**src/rtl/core/union_find_spanning_forest_unit_macros.svh**
```systemverilog
// Assertion macros for the union-find spanning forest RTL.
`ifndef UNION_FIND_SPANNING_FOREST_UNIT_MACROS_SVH
`define UNION_FIND_SPANNING_FOREST_UNIT_MACROS_SVH

// Same-cycle implication, sampled on clk and disabled while rst_n is low.
`define UFSF_ASSERT_IMP(label, ante, cons, msg) \
    label: assert property (@(posedge clk) disable iff (!rst_n) (ante) |-> (cons)) \
        else $error(msg);

// Next-cycle implication, sampled on clk and disabled while rst_n is low.
`define UFSF_ASSERT_NXT(label, ante, cons, msg) \
    label: assert property (@(posedge clk) disable iff (!rst_n) (ante) |=> (cons)) \
        else $error(msg);

`endif

```
**src/rtl/core/ufsf_pkg.sv**
```systemverilog
// Shared types and constants for the union-find spanning forest unit.
`timescale 1ns / 1ps

package ufsf_pkg;

    localparam int NODE_COUNT_DEFAULT = 256;
    localparam int PATH_DEPTH_DEFAULT = 8;

    localparam int IDX_W    = 7;
    localparam int SIDE_W   = 8;
    localparam int WEIGHT_W = 32;
    localparam int TOTAL_W  = 48;
    localparam int RAW_W    = 9;
    localparam int ALU_W    = 48;

    localparam logic [SIDE_W-1:0] SIDE_COUNT_RESET = 8'd128;

    typedef enum logic [1:0] {
        ALU_EQ,
        ALU_LT,
        ALU_ADD_SAT,
        ALU_SUB_GE
    } alu_op_t;

    typedef struct packed {
        alu_op_t            op;
        logic [ALU_W-1:0]   a;
        logic [ALU_W-1:0]   b;
    } alu_req_t;

    typedef struct packed {
        logic [ALU_W-1:0]   res;
        logic               flag;
    } alu_rsp_t;

    typedef struct packed {
        logic parent_we;
        logic size_we;
    } mem_ctl_t;

endpackage

```
**src/rtl/core/ufsf_table_mem.sv**
```systemverilog
// Parent and component size tables with registered read data.
`timescale 1ns / 1ps

module ufsf_table_mem
#(
    parameter int NODE_COUNT = ufsf_pkg::NODE_COUNT_DEFAULT,
    localparam int NODE_W    = $clog2(NODE_COUNT),
    localparam int SIZE_W    = $clog2(NODE_COUNT + 1)
)
(
    input  logic                clk,
    input  ufsf_pkg::mem_ctl_t  ctl,
    input  logic [NODE_W-1:0]   raddr,
    input  logic [NODE_W-1:0]   parent_waddr,
    input  logic [NODE_W-1:0]   parent_wdata,
    input  logic [NODE_W-1:0]   size_waddr,
    input  logic [SIZE_W-1:0]   size_wdata,
    output logic [NODE_W-1:0]   parent_rdata,
    output logic [SIZE_W-1:0]   size_rdata
);

    logic [NODE_W-1:0] parent_mem [NODE_COUNT];
    logic [SIZE_W-1:0] size_mem   [NODE_COUNT];

    always_ff @(posedge clk)
    begin
        if (ctl.parent_we)
        begin
            parent_mem[parent_waddr] <= parent_wdata;
        end
        if (ctl.size_we)
        begin
            size_mem[size_waddr] <= size_wdata;
        end
        parent_rdata <= parent_mem[raddr];
        size_rdata   <= size_mem[raddr];
    end

endmodule

```
**config.mk**
```make
export PLATFORM = sky130hd
export DESIGN_NAME = ufsf_table_mem
export DESIGN_NICKNAME = d
export VERILOG_FILES = /design/src/rtl/core/union_find_spanning_forest_unit_macros.svh /design/src/rtl/core/ufsf_pkg.sv /design/src/rtl/core/ufsf_table_mem.sv
export SDC_FILE = /design/constraint.sdc
export NUM_CORES = 2
export LEC_CHECK = 0
export BUFFER_PORTS_ARGS = -buffer_cell sky130_fd_sc_hd__buf_2
export CAP_MARGIN = 20
export CORE_MARGIN = 8
export CORE_UTILIZATION = 60
export CTS_BUF_LIST = sky130_fd_sc_hd__clkbuf_8 sky130_fd_sc_hd__clkbuf_16
export DETAILED_ROUTE_END_ITERATION = 16
export PLACE_DENSITY = 0.79
export SLEW_MARGIN = 20
export SYNTH_ARGS = -nofsm -noshare
export SYNTH_HDL_FRONTEND = slang
export SYNTH_MEMORY_MAX_BITS = 65536
export SYNTH_SLANG_ARGS = --single-unit
```
**constraint.sdc**
```tcl
create_clock -name clk -period 4 [get_ports clk]
set_input_delay 1.2 -clock clk [delete_from_list [all_inputs] [get_ports clk]]
set_output_delay 1.2 -clock clk [all_outputs]
set_load 0.03 [all_outputs]
```
-- Word-level counts from Yosys, hierarchy flattened
Memory sizes are Yosys's and may differ from the RTL's. A register that Yosys moved wholly into a read port is not among the register bits.
Index checks and enable logic that the tools add are counted.
- memories: 2
- memory bits (writable): 4352
- bits in registers: 0
- input port bits: 44
- output and inout port bits: 17
- word-level logic and storage cells: 6
- muxes and demuxes: 4
- memories (name ; depth ; bits a word ; rd ports ; clocked after Yosys merged registers in ; wr ports ; line ; source):
    size_mem ; 256 ; 9 ; 1 ; 1 ; 1 ; ufsf_table_mem.sv:23 ; logic [SIZE_W-1:0] size_mem [NODE_COUNT];
    parent_mem ; 256 ; 8 ; 1 ; 1 ; 1 ; ufsf_table_mem.sv:22 ; logic [NODE_W-1:0] parent_mem [NODE_COUNT];
- operators by type and width (kind ; number):
    1-bit two-way mux ; 4

-- Depth between registers and ports, before layout
- depth after elaboration: 2
- mapped depth: 13
- mapped depth without buffers: 7

-- Least setup slack after synthesis
OpenSTA, ideal clock, no wires.
- path kind: in2reg
- start point: in size_waddr[5]
- end point: mem size_mem[88][0] (netlist bit), enable pin
- path buffers: 1
- data required time: 3.613 ns
- arrival time: 3.065 ns
- stages: 5
- path slack: 0.549 ns
- setup time: 0.387 ns
- cells stage by stage: clkbuf_1 -> nor2b_1 -> nand3_1 -> or3b_2 -> nor3_1
- RTL lines (item ; line ; source):
    start: declaration ; ufsf_table_mem.sv:16 ; input logic [NODE_W-1:0] size_waddr,
    end: declaration ; ufsf_table_mem.sv:23 ;
Straight into the memory's write port.

==> Implementation_results.wiki <==
{| class="wikitable"
! Metric !! Value
|-
| Result of the run || finished clean
|-
| Number of inserted filler cells in the final layout || ~16000
|-
| Via count of the first global-routing pass || around 93000
|-
| CTS tree || built
|-
| Yosys cell types || 57
|-
| Antenna violations before repair || 41
|-
| Port bufs || 60
|-
| Detailed-route wire length || 461000 um
|-
| Number of enable flip-flop cells after synthesis || 4352
|-
| H-tree depth reported by CTS || 5
|-
| Grt total ovfl || 0
|-
| Fin crit share || 0.953
|-
| Floorplan die width || around 550 um
|-
| Number of buffers inserted to repair setup after CTS || 0
|-
| Total leakage power || 64.1 nW
|-
| RSZ-0062 raised after global routing || no
|-
| Final Hold Viols || 0
|-
| Die Height || about 550 um
|-
| Yosys warning count || 0
|-
| Maximum number of pins on one net before global-route repair || between 100 and 150
|-
| Root cell of the clock tree || clkbuf_16
|-
| Total number of vias || between 90000 and 100k
|-
| Slew at the pin with the worst max-slew slack || ~1.4 ns
|-
| Share of post-route cells with drive strength above 1 || 0.279
|-
| Kind of start point of the critical path || input port
|-
| ANT nets after route || 0
|-
| Crit path arrival time || between 4 and 5 ns
|-
| Total Nets Final || 9359
|-
| Clock latency at the later pin of the worst-skew pair || around 0.94 ns
|-
| Final setup slack of the worst path || ~0.19 ns
|-
| Cts hold-fix bufs || 0
|-
| Final-report max-slew violation count || 0
|-
| Commonest non-fill, non-tap cells in the layout || edfxtp_1 (4352), buf_4 (975), mux4_2 (895)
|-
| Clk slew on worst S/H paths || 0.07 ns
|-
| Mean area per synthesized cell || slightly above 20 um^2
|-
| Minimum period implied by the final worst setup slack || 3.81 ns
|-
| CTS-repair resized insts || 0
|-
| Post-synthesis instance total || about 8200
|-
| Most common library cell in the layout ignoring fill and taps || edfxtp_1
|-
| Power Total || between 90 and 100 mW
|-
| Reg area || 0.131 mm^2
|-
| DRC violation total after the first TritonRoute iteration || between 10000 and 15000
|-
| Critical path endpoint category || register
|-
| Highest attainable clock frequency || 262 MHz
|-
| Global-route wire length before repair || roughly 660000 um
|-
| Number of detailed-route iterations in the first pass || 8
|-
| Clock Skews || between 0.05 and 0.06 ns
|-
| Setup TNS Final || 0 ns
|-
| Instance count after placement with tap cells included || 12600
|-
| Combined global-route utilization of all metal layers || 0.302
|-
| Final GP Congestion || 0.937
|-
| Share of the core filled with cells || 0.693
|-
| Worst-path fanout max || 18
|-
| Remaining max-slew budget at the tightest pin || 0.0793
|-
| Core area || 0.282 mm^2
|-
| Total half-perimeter wirelength after legalization and detailed placement || about 280000 um
|-
| Std cell rows || 195
|-
| Data required time of the worst path || between 4 and 5 ns
|-
| Post-Place Worst Slack || -0.594 ns
|-
| Area used by multi-input combinational logic || around 0.036 mm^2
|-
| Hold Path Class || in -> reg
|-
| Worst Setup Path Type || in -> reg
|-
| Average detailed-routed wire length per instance || 34.4 um
|-
| Fraction of registers with async set/reset || 0
|-
| Ratio of total power to cell area || 484 mW/mm^2
|-
| Sequential-to-total area share from yosys stat || 0.771
|-
| Area growth syn-to-layout || 15.1%
|-
| Area of the mapped netlist || about 0.17 mm^2
|-
| Total die area || approximately 0.30 mm^2
|-
| Number of buffers created by CTS || approximately 420
|-
| Number of nets produced by synthesis || between 8000 and 9000
|-
| Count of non-filler cells in the finished layout || between 10000 and 15000
|-
| Total of max-cap violations || 0
|-
| Count of state elements after synthesis || ~4400
|-
| Number of remaining DRC errors || 0
|-
| Clock sinks || around 4400
|-
| Detailed-route vias per instance || between 6 and 7
|-
| Initial cell density of the core || 0.602
|-
| Maximum vdd drop || 0.000469 V
|-
| Top-level port count || between 60 and 70
|-
| Most frequently used flop master after synthesis || edfxtp_1
|-
| Buffer levels on the longest clock path || 4
|-
| Final setup fails || 0
|}
-- metal layers --
layer	global-route usage	share of wire	wire length (um)	vias up
met5	0	0.00049	227	-
met4	0.153	0.062	28500	34
met3	0.0708	0.12	57600	1378
met2	0.480	0.47	219000	7633
met1	0.396	0.34	156000	47400
li1	-	-	-	36500
-- cell families after synthesis --
group	synth area share
AOI/OAI and AO/OA	0.0312
and+or+nand+nor	0.0292
buffers and inverters	0.0169
DFF	0.771
muxes	0.151
-- critical path, cell delays in order --
cell      delay [ns]
buf_2           0.59
and4_1          0.68
nand2_1         0.45
nor4_1          0.80
or4_1           0.27
a211oi_1        0.09
nand4_1         0.37
nor3_1          0.12
-- final cells by class --
cell class	count	area share
diodes	30	0.000384
clock buffers	429	0.0546
clock inverters	332	0.0143
inverters	4	0.000141
multi-input cells	3366	0.184
flip-flops and latches	4369	0.670
well taps	3743	0.0240
repair buffers	1156	0.0524
-- final timing paths --
kind | from | depth (start not counted) | end | slack (ns)
max | raddr[5] | 8 | size_rdata[0] | 0.19
min | parent_wdata[2] | 1 | parent_mem[101][2] | 0.74
max reg2reg | parent_mem[25][0] | 7 | parent_rdata[0] | 1.10
min reg2reg | size_mem[210][5] | 6 | size_rdata[5] | 1.09
-- synthesized netlist by cell type (6+ instances only) --
cell type | number | share of area
dfxtp_1 | 17 | 0.0020
nor2b_1 | 14 | 0.00052
a31oi_1 | 6 | 0.00022
nand3_1 | 46 | 0.0014
buf_2 | 105 | 0.0031
a22o_1 | 30 | 0.0015
nand2_1 | 132 | 0.0029
a221oi_1 | 50 | 0.0026
nand4_1 | 16 | 0.00059
edfxtp_1 | 4352 | 0.77
or3_1 | 7 | 0.00026
nor4_1 | 16 | 0.00059
nor2_1 | 658 | 0.015
or4_1 | 15 | 0.00066
mux2i_1 | 518 | 0.031
o22ai_1 | 215 | 0.0079
and3_1 | 10 | 0.00037
a22oi_1 | 53 | 0.0023
a21oi_1 | 151 | 0.0044
o211ai_1 | 14 | 0.00062
buf_8 | 12 | 0.0011
nand2b_1 | 11 | 0.00041
buf_4 | 48 | 0.0021
buf_6 | 60 | 0.0040
o2111ai_1 | 12 | 0.00062
clkbuf_1 | 233 | 0.0051
mux4_2 | 895 | 0.12
o221ai_1 | 129 | 0.0067
o22ai_2 | 6 | 0.00044
o21ai_0 | 74 | 0.0022
buf_1 | 49 | 0.0011
mux2_2 | 33 | 0.0022
nor3_1 | 195 | 0.0057
a211oi_1 | 27 | 0.0012
-- state kept, by name (all words and copies together) (netlist names) --
register,count
parent_mem,2048
parent_rdata,8
size_mem,2304
size_rdata,9
-- per-stage QoR --
stage               hold WS (ns)  cell area (um^2)
global placement            1.04            182000
detailed placement          1.04            182000
floorplan                  0.835            170000
CTS                        0.702            195000
finish                     0.739            196000
global route               0.732            195000
-- power breakdown --
part	internal [mW]	total, mW	switching, mW
logic	1.85	5.17	3.31
clock network	22.0	38.9	16.9
registers	50.5	50.6	0.164
total	74.4	94.7	20.4
Power figures use the tool's default switching activity.
