===== config.mk =====
export PLATFORM = sky130hd
export DESIGN_NAME = ufsf_ctrl
export DESIGN_NICKNAME = d
export VERILOG_FILES = /design/src/rtl/core/union_find_spanning_forest_unit_macros.svh /design/src/rtl/core/ufsf_pkg.sv /design/src/rtl/core/ufsf_alu.sv /design/src/rtl/core/ufsf_ctrl.sv
export SDC_FILE = /design/constraint.sdc
export NUM_CORES = 1
export LEC_CHECK = 0
export BUFFER_PORTS_ARGS = -buffer_cell sky130_fd_sc_hd__buf_2
export CORE_ASPECT_RATIO = 1.25
export CORE_MARGIN = 3
export CORE_UTILIZATION = 40
export CTS_BUF_LIST = sky130_fd_sc_hd__clkbuf_8
export CTS_CLUSTER_SIZE = 24
export DETAILED_ROUTE_END_ITERATION = 8
export GPL_TIMING_DRIVEN = 0
export SLEW_MARGIN = 20
export SYNTH_ARGS = -nofsm -noshare
export SYNTH_HDL_FRONTEND = slang
export SYNTH_SLANG_ARGS = --single-unit

===== constraint.sdc =====
create_clock -name clk -period 5.47 [get_ports clk]
set_input_delay 1.094 -clock clk [delete_from_list [all_inputs] [get_ports clk]]
set_output_delay 1.094 -clock clk [all_outputs]
set_load 0.05 [all_outputs]

===== src/rtl/core/union_find_spanning_forest_unit_macros.svh =====
// Assertion macros for the union-find spanning forest RTL.
`ifndef UNION_FIND_SPANNING_FOREST_UNIT_MACROS_SVH
`define UNION_FIND_SPANNING_FOREST_UNIT_MACROS_SVH

// Same-cycle implication, sampled on clk and disabled while rst_n is low.
`define UFSF_ASSERT_IMP(label, ante, cons, msg) \
    label: assert property (@(posedge clk) disable iff (!rst_n) (ante) |-> (cons)) \
        else $error(msg);

// Next-cycle implication, sampled on clk and disabled while rst_n is low.
`define UFSF_ASSERT_NXT(label, ante, cons, msg) \
    label: assert property (@(posedge clk) disable iff (!rst_n) (ante) |=> (cons)) \
        else $error(msg);

`endif


===== src/rtl/core/ufsf_pkg.sv =====
// Shared types and constants for the union-find spanning forest unit.
`timescale 1ns / 1ps

package ufsf_pkg;

    localparam int NODE_COUNT_DEFAULT = 256;
    localparam int PATH_DEPTH_DEFAULT = 8;

    localparam int IDX_W    = 7;
    localparam int SIDE_W   = 8;
    localparam int WEIGHT_W = 32;
    localparam int TOTAL_W  = 48;
    localparam int RAW_W    = 9;
    localparam int ALU_W    = 48;

    localparam logic [SIDE_W-1:0] SIDE_COUNT_RESET = 8'd128;

    typedef enum logic [1:0] {
        ALU_EQ,
        ALU_LT,
        ALU_ADD_SAT,
        ALU_SUB_GE
    } alu_op_t;

    typedef struct packed {
        alu_op_t            op;
        logic [ALU_W-1:0]   a;
        logic [ALU_W-1:0]   b;
    } alu_req_t;

    typedef struct packed {
        logic [ALU_W-1:0]   res;
        logic               flag;
    } alu_rsp_t;

    typedef struct packed {
        logic parent_we;
        logic size_we;
    } mem_ctl_t;

endpackage


===== src/rtl/core/ufsf_alu.sv =====
// Shared compare, saturating add and conditional subtract unit.
`timescale 1ns / 1ps

module ufsf_alu
(
    input  ufsf_pkg::alu_req_t req,
    output ufsf_pkg::alu_rsp_t rsp
);

    logic [ufsf_pkg::ALU_W:0] sum;
    logic [ufsf_pkg::ALU_W:0] diff;

    assign sum  = {1'b0, req.a} + {1'b0, req.b};
    assign diff = {1'b0, req.a} - {1'b0, req.b};

    always_comb
    begin
        rsp.res  = '0;
        rsp.flag = 1'b0;
        unique case (req.op)
            ufsf_pkg::ALU_EQ:
            begin
                rsp.flag = (req.a == req.b);
            end
            ufsf_pkg::ALU_LT:
            begin
                rsp.flag = (req.a < req.b);
            end
            ufsf_pkg::ALU_ADD_SAT:
            begin
                rsp.flag = sum[ufsf_pkg::ALU_W];
                rsp.res  = sum[ufsf_pkg::ALU_W] ? '1 : sum[ufsf_pkg::ALU_W-1:0];
            end
            ufsf_pkg::ALU_SUB_GE:
            begin
                rsp.flag = !diff[ufsf_pkg::ALU_W];
                rsp.res  = diff[ufsf_pkg::ALU_W] ? req.a : diff[ufsf_pkg::ALU_W-1:0];
            end
        endcase
    end

endmodule


===== src/rtl/core/ufsf_ctrl.sv =====
// Sequencer for table sweeps, index wrap, root walks, path compression, union and the running total.
`timescale 1ns / 1ps

module ufsf_ctrl
#(
    parameter int NODE_COUNT = ufsf_pkg::NODE_COUNT_DEFAULT,
    parameter int PATH_DEPTH = ufsf_pkg::PATH_DEPTH_DEFAULT,
    localparam int NODE_W    = $clog2(NODE_COUNT),
    localparam int SIZE_W    = $clog2(NODE_COUNT + 1)
)
(
    input  logic                            clk,
    input  logic                            rst_n,
    input  logic [ufsf_pkg::SIDE_W-1:0]     side_count,
    input  logic                            in_valid,
    output logic                            in_ready,
    input  logic [ufsf_pkg::IDX_W-1:0]      row_index,
    input  logic [ufsf_pkg::IDX_W-1:0]      column_index,
    input  logic [ufsf_pkg::WEIGHT_W-1:0]   edge_weight,
    input  logic                            first_edge,
    output logic                            out_valid,
    input  logic                            out_ready,
    output logic                            merged,
    output logic [ufsf_pkg::TOTAL_W-1:0]    cycle_weight_total,
    output logic                            total_saturated,
    output ufsf_pkg::mem_ctl_t              mem_ctl,
    output logic [NODE_W-1:0]               mem_raddr,
    output logic [NODE_W-1:0]               mem_parent_waddr,
    output logic [NODE_W-1:0]               mem_parent_wdata,
    output logic [NODE_W-1:0]               mem_size_waddr,
    output logic [SIZE_W-1:0]               mem_size_wdata,
    input  logic [NODE_W-1:0]               mem_parent_rdata,
    input  logic [SIZE_W-1:0]               mem_size_rdata
);

    localparam int HOP_W = $clog2(PATH_DEPTH + 1);
    localparam int RAW_W = ufsf_pkg::RAW_W;
    localparam int ALU_W = ufsf_pkg::ALU_W;

    typedef enum logic [3:0] {
        ST_INIT,
        ST_IDLE,
        ST_CLEAR,
        ST_MOD_A,
        ST_MOD_B,
        ST_FIND_RD,
        ST_FIND_CHK,
        ST_CMP_TEST,
        ST_CMP_WR,
        ST_DECIDE,
        ST_TOTAL,
        ST_SZ_A,
        ST_SZ_B,
        ST_SZ_CMP,
        ST_UNION,
        ST_DONE
    } state_t;

    state_t                             state_reg;
    logic [NODE_W-1:0]                  clr_ptr_reg;
    logic [RAW_W-1:0]                   raw_reg;
    logic [RAW_W-1:0]                   b_raw_reg;
    logic [ufsf_pkg::WEIGHT_W-1:0]      weight_reg;
    logic [NODE_W-1:0]                  node_a_reg;
    logic [NODE_W-1:0]                  node_b_reg;
    logic                               phase_reg;
    logic [NODE_W-1:0]                  cur_reg;
    logic [HOP_W-1:0]                   hops_reg;
    logic [NODE_W-1:0]                  root_reg;
    logic [NODE_W-1:0]                  root_a_reg;
    logic [SIZE_W-1:0]                  size_a_reg;
    logic [SIZE_W-1:0]                  size_b_reg;
    logic [NODE_W-1:0]                  big_reg;
    logic [NODE_W-1:0]                  small_reg;
    logic [ufsf_pkg::TOTAL_W-1:0]       total_reg;
    logic                               sat_reg;
    logic                               merged_reg;
    logic                               out_valid_reg;
    logic                               out_merged_reg;
    logic [ufsf_pkg::TOTAL_W-1:0]       out_total_reg;
    logic                               out_sat_reg;

    ufsf_pkg::alu_req_t                 alu_req;
    ufsf_pkg::alu_rsp_t                 alu_rsp;
    logic [NODE_W-1:0]                  start_node;
    logic                               hop_limit;
    logic                               clr_last;

    ufsf_alu u_alu
    (
        .req (alu_req),
        .rsp (alu_rsp)
    );

    assign start_node = phase_reg ? node_b_reg : node_a_reg;
    assign hop_limit  = (hops_reg == HOP_W'(PATH_DEPTH));
    assign clr_last   = (clr_ptr_reg == NODE_W'(NODE_COUNT - 1));

    assign in_ready           = (state_reg == ST_IDLE);
    assign out_valid          = out_valid_reg;
    assign merged             = out_merged_reg;
    assign cycle_weight_total = out_total_reg;
    assign total_saturated    = out_sat_reg;

    always_comb
    begin
        alu_req.op = ufsf_pkg::ALU_EQ;
        alu_req.a  = '0;
        alu_req.b  = '0;
        unique case (state_reg)
            ST_MOD_A, ST_MOD_B:
            begin
                alu_req.op = ufsf_pkg::ALU_SUB_GE;
                alu_req.a  = ALU_W'(raw_reg);
                alu_req.b  = ALU_W'(NODE_COUNT);
            end
            ST_FIND_CHK:
            begin
                alu_req.a = ALU_W'(mem_parent_rdata);
                alu_req.b = ALU_W'(cur_reg);
            end
            ST_CMP_TEST:
            begin
                alu_req.a = ALU_W'(cur_reg);
                alu_req.b = ALU_W'(root_reg);
            end
            ST_DECIDE:
            begin
                alu_req.a = ALU_W'(root_a_reg);
                alu_req.b = ALU_W'(root_reg);
            end
            ST_TOTAL:
            begin
                alu_req.op = ufsf_pkg::ALU_ADD_SAT;
                alu_req.a  = total_reg;
                alu_req.b  = ALU_W'(weight_reg);
            end
            ST_SZ_CMP:
            begin
                alu_req.op = ufsf_pkg::ALU_LT;
                alu_req.a  = ALU_W'(size_a_reg);
                alu_req.b  = ALU_W'(mem_size_rdata);
            end
            ST_UNION:
            begin
                alu_req.op = ufsf_pkg::ALU_ADD_SAT;
                alu_req.a  = ALU_W'(size_a_reg);
                alu_req.b  = ALU_W'(size_b_reg);
            end
            default:
            begin
                alu_req.op = ufsf_pkg::ALU_EQ;
            end
        endcase
    end

    always_comb
    begin
        mem_ctl.parent_we = 1'b0;
        mem_ctl.size_we   = 1'b0;
        mem_parent_waddr  = cur_reg;
        mem_parent_wdata  = root_reg;
        mem_size_waddr    = big_reg;
        mem_size_wdata    = SIZE_W'(alu_rsp.res);
        unique case (state_reg)
            ST_FIND_RD:  mem_raddr = start_node;
            ST_FIND_CHK: mem_raddr = mem_parent_rdata;
            ST_SZ_A:     mem_raddr = root_a_reg;
            ST_SZ_B:     mem_raddr = root_reg;
            default:     mem_raddr = cur_reg;
        endcase
        unique case (state_reg)
            ST_INIT, ST_CLEAR:
            begin
                mem_ctl.parent_we = 1'b1;
                mem_ctl.size_we   = 1'b1;
                mem_parent_waddr  = clr_ptr_reg;
                mem_parent_wdata  = clr_ptr_reg;
                mem_size_waddr    = clr_ptr_reg;
                mem_size_wdata    = SIZE_W'(1);
            end
            ST_CMP_WR:
            begin
                mem_ctl.parent_we = 1'b1;
            end
            ST_UNION:
            begin
                mem_ctl.parent_we = 1'b1;
                mem_ctl.size_we   = 1'b1;
                mem_parent_waddr  = small_reg;
                mem_parent_wdata  = big_reg;
            end
            default:
            begin
                mem_ctl.parent_we = 1'b0;
            end
        endcase
    end

    always_ff @(posedge clk or negedge rst_n)
    begin
        if (!rst_n)
        begin
            state_reg     <= ST_INIT;
            clr_ptr_reg   <= '0;
            total_reg     <= '0;
            sat_reg       <= 1'b0;
            out_valid_reg <= 1'b0;
            phase_reg     <= 1'b0;
            hops_reg      <= '0;
        end
        else
        begin
            if (out_ready && state_reg != ST_DONE)
            begin
                out_valid_reg <= 1'b0;
            end
            unique case (state_reg)
                ST_INIT:
                begin
                    clr_ptr_reg <= clr_ptr_reg + NODE_W'(1);
                    if (clr_last)
                    begin
                        clr_ptr_reg <= '0;
                        state_reg   <= ST_IDLE;
                    end
                end
                ST_IDLE:
                begin
                    if (in_valid)
                    begin
                        raw_reg    <= RAW_W'(row_index);
                        b_raw_reg  <= RAW_W'(side_count) + RAW_W'(column_index);
                        weight_reg <= edge_weight;
                        if (first_edge)
                        begin
                            total_reg <= '0;
                            sat_reg   <= 1'b0;
                            state_reg <= ST_CLEAR;
                        end
                        else
                        begin
                            state_reg <= ST_MOD_A;
                        end
                    end
                end
                ST_CLEAR:
                begin
                    clr_ptr_reg <= clr_ptr_reg + NODE_W'(1);
                    if (clr_last)
                    begin
                        clr_ptr_reg <= '0;
                        state_reg   <= ST_MOD_A;
                    end
                end
                ST_MOD_A:
                begin
                    if (alu_rsp.flag)
                    begin
                        raw_reg <= RAW_W'(alu_rsp.res);
                    end
                    else
                    begin
                        node_a_reg <= NODE_W'(raw_reg);
                        raw_reg    <= b_raw_reg;
                        state_reg  <= ST_MOD_B;
                    end
                end
                ST_MOD_B:
                begin
                    if (alu_rsp.flag)
                    begin
                        raw_reg <= RAW_W'(alu_rsp.res);
                    end
                    else
                    begin
                        node_b_reg <= NODE_W'(raw_reg);
                        phase_reg  <= 1'b0;
                        state_reg  <= ST_FIND_RD;
                    end
                end
                ST_FIND_RD:
                begin
                    cur_reg   <= start_node;
                    hops_reg  <= '0;
                    state_reg <= ST_FIND_CHK;
                end
                ST_FIND_CHK:
                begin
                    if (alu_rsp.flag || hop_limit)
                    begin
                        root_reg  <= cur_reg;
                        cur_reg   <= start_node;
                        hops_reg  <= '0;
                        state_reg <= ST_CMP_TEST;
                    end
                    else
                    begin
                        cur_reg  <= mem_parent_rdata;
                        hops_reg <= hops_reg + HOP_W'(1);
                    end
                end
                ST_CMP_TEST:
                begin
                    if (alu_rsp.flag || hop_limit)
                    begin
                        if (!phase_reg)
                        begin
                            root_a_reg <= root_reg;
                            phase_reg  <= 1'b1;
                            state_reg  <= ST_FIND_RD;
                        end
                        else
                        begin
                            state_reg <= ST_DECIDE;
                        end
                    end
                    else
                    begin
                        state_reg <= ST_CMP_WR;
                    end
                end
                ST_CMP_WR:
                begin
                    cur_reg   <= mem_parent_rdata;
                    hops_reg  <= hops_reg + HOP_W'(1);
                    state_reg <= ST_CMP_TEST;
                end
                ST_DECIDE:
                begin
                    state_reg <= alu_rsp.flag ? ST_TOTAL : ST_SZ_A;
                end
                ST_TOTAL:
                begin
                    total_reg  <= alu_rsp.res;
                    sat_reg    <= sat_reg | alu_rsp.flag;
                    merged_reg <= 1'b0;
                    state_reg  <= ST_DONE;
                end
                ST_SZ_A:
                begin
                    state_reg <= ST_SZ_B;
                end
                ST_SZ_B:
                begin
                    size_a_reg <= mem_size_rdata;
                    state_reg  <= ST_SZ_CMP;
                end
                ST_SZ_CMP:
                begin
                    size_b_reg <= mem_size_rdata;
                    if (alu_rsp.flag)
                    begin
                        big_reg   <= root_reg;
                        small_reg <= root_a_reg;
                    end
                    else
                    begin
                        big_reg   <= root_a_reg;
                        small_reg <= root_reg;
                    end
                    state_reg <= ST_UNION;
                end
                ST_UNION:
                begin
                    merged_reg <= 1'b1;
                    state_reg  <= ST_DONE;
                end
                ST_DONE:
                begin
                    if (!out_valid_reg || out_ready)
                    begin
                        out_valid_reg  <= 1'b1;
                        out_merged_reg <= merged_reg;
                        out_total_reg  <= total_reg;
                        out_sat_reg    <= sat_reg;
                        state_reg      <= ST_IDLE;
                    end
                end
            endcase
        end
    end

endmodule


== Yosys cells after proc, flatten, opt, wreduce, memory -nomap -nowiden ==
Index checks and enable logic that the tools add are counted.
W data, S select, Z words.

* Logic and storage cells: 145
* Output and inout port bits: 95
* Register bits: 242

* Bitwise gates (word level): 3
* Magnitude comparators: 1
* Equal/unequal tests: 32
* Add/sub/neg operators: 5
* Multiplexer cells: 50
* Reductions and logical operators: 31

{| class="wikitable"
|+ Operators with widths
! operator !! count
|-
| $pmux W96 S7 || 1
|-
| $mux W48 || 4
|-
| $pmux W48 S2 || 2
|-
| $pmux W4 S15 || 1
|-
| $add A48 B48 Y49 || 1
|-
| $sub A48 B48 Y49 || 1
|-
| $eq A48 B48 Y1 || 1
|-
| $lt A48 B48 Y1 || 1
|-
| $mux W8 || 6
|-
| $mux W4 || 10
|-
| $eq A4 B4 Y1 const B || 9
|-
| $mux W9 || 4
|-
| $pmux W8 S2 || 2
|-
| $pmux W8 S4 || 1
|-
| $pmux W9 S3 || 1
|-
| $pmux W8 S3 || 1
|-
| $reduce_and A3 Y1 || 7
|-
| $ne A2 B2 Y1 const B || 9
|-
| $eq A4 B3 Y1 const B || 4
|-
| $pmux W4 S3 || 1
|-
| $mux W1 || 11
|-
| $add A8 B7 Y9 || 1
|-
| $add A8 B1 Y8 const B || 1
|-
| $eq A4 B2 Y1 const B || 2
|-
| other kinds (25) || 40
|}

== Depth between registers and ports, before layout ==
* Depth after elaboration: 9
* Gate-level depth with buffers: 24
* Mapped depth without buffers: 19

== Cells and area by module ==
From an unflattened synthesis, not the netlist that was laid out.

* Cells, all modules: 1870
* Area total of the unflattened synthesis: 17795.8 um^2

{| class="wikitable"
|+ By module, submodules not included
! module !! area an instance (um^2) !! sequential area each (um^2) !! instances !! cells each
|-
| ufsf_ctrl || 10642.7 || 6931.6 || 1 || 780
|-
| ufsf_alu || 7153.1 || 0.0 || 1 || 1090
|}

== Worst setup path before layout ==
No wires, ideal clock.

* Path kind: register to output
* Start: register state_reg[0]
* End: output mem_size_wdata[7]
* Cell stages (with the launch flop): 19
* Setup slack: -199 ps
* Data required time: 4376 ps
* Data arrival time: 4575 ps
* Buffers on the path: 6
* Cell sequence: dfrtp_1 -> buf_4 -> clkbuf_1 -> nor3_1 -> clkbuf_1 -> clkbuf_1 -> nand2_1 -> and4_1 -> ha_1 -> buf_2 -> nor2_1 -> a211oi_1 -> o311ai_1 -> a31oi_2 -> o21ai_0 -> clkbuf_1 -> o21ai_0 -> a211oi_1 -> inv_1

* Word-level cells in the longest chain between the ends: 7
* Elaborated cells between the ends (all ways): 23

{| class="wikitable"
|+ RTL lines
! what !! RTL line !! source
|-
| start, declared || ufsf_ctrl.sv:59 || <nowiki>state_t state_reg;</nowiki>
|-
| start signal, assigned || ufsf_ctrl.sv:331 || <nowiki>state_reg <= alu_rsp.flag ? ST_TOTAL : ST_SZ_A;</nowiki>
|-
| $eq A4 B3 Y1 or $eq A4 B2 Y1 (tied branches) || ufsf_ctrl.sv:110 || <nowiki>unique case (state_reg)</nowiki>
|-
| $reduce_or A2 Y1 || ufsf_ctrl.sv:110 ||
|-
| $pmux W96 S7 || ufsf_ctrl.sv:110 ||
|-
| $sub A48 B48 Y49 or $add A48 B48 Y49 (tied branches) || ufsf_alu.sv:14, ufsf_alu.sv:13 ||
|-
| $mux W48, on equally long branches || ufsf_alu.sv:37, ufsf_alu.sv:32 ||
|-
| $pmux W48 S2 || ufsf_alu.sv:20 || <nowiki>unique case (req.op)</nowiki>
|-
| $mux W9 * || ufsf_ctrl.sv:172 || <nowiki>unique case (state_reg)</nowiki>
|-
| end, declared || ufsf_ctrl.sv:31 || <nowiki>output logic [SIZE_W-1:0] mem_size_wdata,</nowiki>
|}

Mark *: on every way between the ends. The rest lies on a longest branch, timed or not.

== Worst setup path after layout ==
* Start: register state_reg[0]
* End: output mem_size_wdata[5]

Same word-level chain as after synthesis.

==> summary by stage <==
Outcome
The flow ran to the end, but the final reports show violations. The checks that failed: negative setup slack.

Logic synthesis
The post-synthesis cell count is roughly 1500. In the synthesized netlist the dominant register cell turns out to be sky130_fd_sc_hd__edfxtp_1. After synthesis, the cell types taking the most area are sky130_fd_sc_hd__edfxtp_1 35%, sky130_fd_sc_hd__dfrtp_1 11%, sky130_fd_sc_hd__ha_1 6.3%. Of the post-synthesis cell area, the dominant cell type holds 0.355. In this run the cell area of the synthesized design comes to 0.0148 mm^2. Summed over all instances, the cell type with the most area after synthesis is sky130_fd_sc_hd__edfxtp_1. The mean post-synth cell area is ~10 um^2.

Counting flops with an async set or reset pin after synthesis yields a share of 0.277. For this run, the register share of the synthesized area comes to 0.468. In this run, synthesis inferred between 150 and 200 flip-flops with an integrated enable. The synthesized netlist net count is roughly 1600. In this run, synthesis produced a sequential element count of between 200 and 250. The post-synthesis cell type count is 87. The Yosys step of the flow raised 0 warnings.

Floorplanning
The starting density of the core is 0.407. The full die area is 0.0394 mm^2. The number of placement rows is 78.

The region available for standard cell placement spans 0.0364 mm^2. The height of the die is ~220 um. The number of I/O pins is roughly 170. The x dimension of the die is 178 um.

Setup path
The worst register-to-register path begins at state_reg[0]. The kind of launch point of the worst setup path is a register. The worst register-to-register path ends at raw_reg[8]. The maximum fanout along the worst path is 6. For the worst setup path, the data arrival time is 4.56 ns. The kind of end point of the critical path is an output port. Data on the critical path is required at its endpoint by ~4.4 ns. The number of cells on the worst reg-to-reg path is 19.

The register-to-register path setup slack is roughly 0.13 ns. The class of the most critical setup path is reg2out.

Clock network
The number of buffers inserted by hold repair at cts is 0. The H-tree depth is 2. No sink is reached through more buffers than the 3 on the longest clock path.

At the later pin of the worst-skew pair, clock insertion delay measures between 0.5 and 0.6 ns. The clock sink total is ~240. TritonCTS built the clock tree. The CTS buffer count is 41. The buffer type at the clock tree root is sky130_fd_sc_hd__clkbuf_8. The clock transition at the registers of the reported paths is 0.07 ns.

Power
VDD sags by at most 0.170 mV. The standby leakage power is about 8.4 nW. In this run the power density over the cells is ~200 mW/mm^2.

Route
The number of remaining DRC errors is 0. The vias after detailed routing is approximately 14000. After detailed routing, the number of vias per cell comes to between 5 and 6. The first detailed-routing pass ran for 8 iterations. The routed design has 53.8 mm of wire. After detailed routing, the average wire length per cell comes to 23.4 um. The detailed router's first-iteration violation count is 1397. In this run the remaining antenna-violating nets after routing total 0.

Min path
The worst hold path cell count is 0. The worst min-delay path startpoint is merged_reg. The worst hold path terminates at merged. The worst hold-check path type is reg2reg.

Place
The cell area after placement is 0.0164 mm^2. The post-detailed-placement half-perimeter wirelength is around 38 mm. The number of buffers inserted by port buffering is 170. The global placer's final weighted congestion is about 0.94.

Final layout
The final instance area is between 0.015 and 0.02 mm^2. The end-of-flow core utilization is 0.532. The library cell used most frequently in the layout, excluding fill and tap cells, is sky130_fd_sc_hd__edfxtp_1.

The library cells used most frequently in the layout, excluding fill and tap cells, are 175 x sky130_fd_sc_hd__edfxtp_1, 170 x sky130_fd_sc_hd__buf_2, 147 x sky130_fd_sc_hd__nand2_1. The number of nets at the end of the flow is between 1500 and 2000. The area growth from synthesis to final layout is 30.8%. The number of diodes added for antenna fixing is 0. In the final layout, the share of cells above drive strength 1 is 0.329.

Global routing
The global-route congestion overflow total is 0. The overall track demand over capacity in global routing is 0.265. The first global-routing pass estimated around 80 mm of wire. Entering global routing, the biggest net connects 53 pins. The initial antenna violation count is 0. The via count of the first global-routing pass is 13400.

Timing
The worst-case setup margin in the final layout is -0.181 ns. The final number of max-transition violations is 0. For the finished layout, the period the worst path requires is 5.65 ns. At the pin with the least slew margin, the transition time is about 1.1 ns. The final number of setup-violating endpoints is 9. The post-route clock period utilization is 1.03. For the final database, setup skew stands at 0.0262 ns.

Measured against its own limit, the worst slew margin works out to 0.254. The number of hold violations in the final report came to 0. Static timing analysis puts the maximum clock frequency at approximately 180 MHz. Setup total negative slack on the finished layout was measured at -1.06 ns. Setup repair after global routing could not meet its margin everywhere.

Run
The number of max-cap violations is 0.
worst max-delay path by stage:
stage | start | end | slack, ns | cells past startpoint
floorplan | state_reg[0] | mem_size_wdata[3] | 0.02 | 18
global placement | rst_n | cycle_weight_total[12] | -3.13 | 3
detailed placement | state_reg[0] | mem_size_wdata[7] | -2.39 | 19
CTS | state_reg[1] | mem_size_wdata[0] | -0.20 | 21
global route | state_reg[2] | mem_size_wdata[7] | -0.31 | 17
finish | state_reg[0] | mem_size_wdata[5] | -0.18 | 19
cells in the mapped netlist (14+ instances only):
cell                       count
sky130_fd_sc_hd__edfxtp_1    175
sky130_fd_sc_hd__nand2_1     152
sky130_fd_sc_hd__a21oi_1     115
sky130_fd_sc_hd__nor2_1       95
sky130_fd_sc_hd__inv_1        83
sky130_fd_sc_hd__o21ai_0      81
sky130_fd_sc_hd__ha_1         74
sky130_fd_sc_hd__dfrtp_1      67
sky130_fd_sc_hd__nand3_1      52
sky130_fd_sc_hd__clkbuf_1     49
sky130_fd_sc_hd__and2_1       44
sky130_fd_sc_hd__a22oi_1      39
sky130_fd_sc_hd__mux2_2       29
sky130_fd_sc_hd__buf_2        25
sky130_fd_sc_hd__nor3_1       24
sky130_fd_sc_hd__a21o_1       23
sky130_fd_sc_hd__a221o_1      22
sky130_fd_sc_hd__xnor2_1      21
sky130_fd_sc_hd__nand4_1      17
sky130_fd_sc_hd__o211ai_1     16
sky130_fd_sc_hd__o21bai_1     16
sky130_fd_sc_hd__nor2b_1      15
sky130_fd_sc_hd__nor4_1       14
through the flow:
step                setup WS (ns)  hold WS (ns)  power, mW  instances
finish                     -0.181         0.421       3.86       2298
global route               -0.312         0.447       4.00       2298
CTS                        -0.199         0.421       3.90       2272
detailed placement          -2.39         0.405       2.08       2134
global placement            -3.13         0.406       2.07       2127
floorplan                  0.0247         0.400       2.02       1477
repair_timing:
item / 4_1_cts / 5_1_grt
endpoints found under the hold margin: 0 / 0
setup buffers: 65 / 29
resized for setup: 261 / 69
setup endpoints to repair: 141 / 34
cloned: 4 / 0
pin swaps: 48 / 37
layer usage:
layer / vias to the layer above / part of all wire / GRT usage
li1: 6147 / - / -
met1: 6577 / 0.41 / 0.353
met2: 731 / 0.46 / 0.418
met3: 174 / 0.083 / 0.0455
met4: 0 / 0.052 / 0.124
met5: - / 0 / 0
logic make-up after synthesis:
logic type                 after synthesis  synth area share
xor gates and xnor gates                28            0.0166
AOI/OAI and AO/OA                      444             0.209
buffers and inverters                  169            0.0481
DFF                                    242             0.468
adders and majority gates               77            0.0666
and+or+nand+nor                        474             0.158
muxes                                   43            0.0335
layout make-up:
type | count | area (um^2)
fillers | 3272 | 17000
multi-input cells | 1067 | 8060
repair buffers | 272 | 1800
clock inverters | 28 | 272
inverters | 83 | 319
flip-flops and latches | 242 | 6930
plain buffers | 80 | 762
well taps | 480 | 601
clock buffers | 46 | 633
report_power, final:
group	switching, mW	internal, mW	leakage (nW)	total, mW
combinational	0.0440	0.0362	5.45	0.0802
sequential	0.0000000000000000205	1.96	2.45	1.96
clock	0.799	1.02	0.489	1.82
critical path, cell delays in order, from the launching register on:
cell	delay [ns]
sky130_fd_sc_hd__dfrtp_1	0.38
sky130_fd_sc_hd__buf_6	0.13
sky130_fd_sc_hd__buf_4	0.13
sky130_fd_sc_hd__nand2b_4	0.13
sky130_fd_sc_hd__nor2_2	0.10
sky130_fd_sc_hd__or2_4	0.30
sky130_fd_sc_hd__a22oi_2	0.24
sky130_fd_sc_hd__nand3_2	0.16
sky130_fd_sc_hd__buf_4	0.18
sky130_fd_sc_hd__ha_1	0.23
sky130_fd_sc_hd__nor2b_1	0.18
sky130_fd_sc_hd__o311ai_4	0.30
sky130_fd_sc_hd__a21oi_4	0.12
sky130_fd_sc_hd__o21ai_4	0.20
sky130_fd_sc_hd__a31oi_4	0.15
sky130_fd_sc_hd__o2111a_2	0.38
sky130_fd_sc_hd__buf_6	0.15
sky130_fd_sc_hd__nor3_4	0.24
sky130_fd_sc_hd__inv_2	0.09
sky130_fd_sc_hd__buf_8	0.16
No activity file was read; power rests on OpenSTA's default activity.
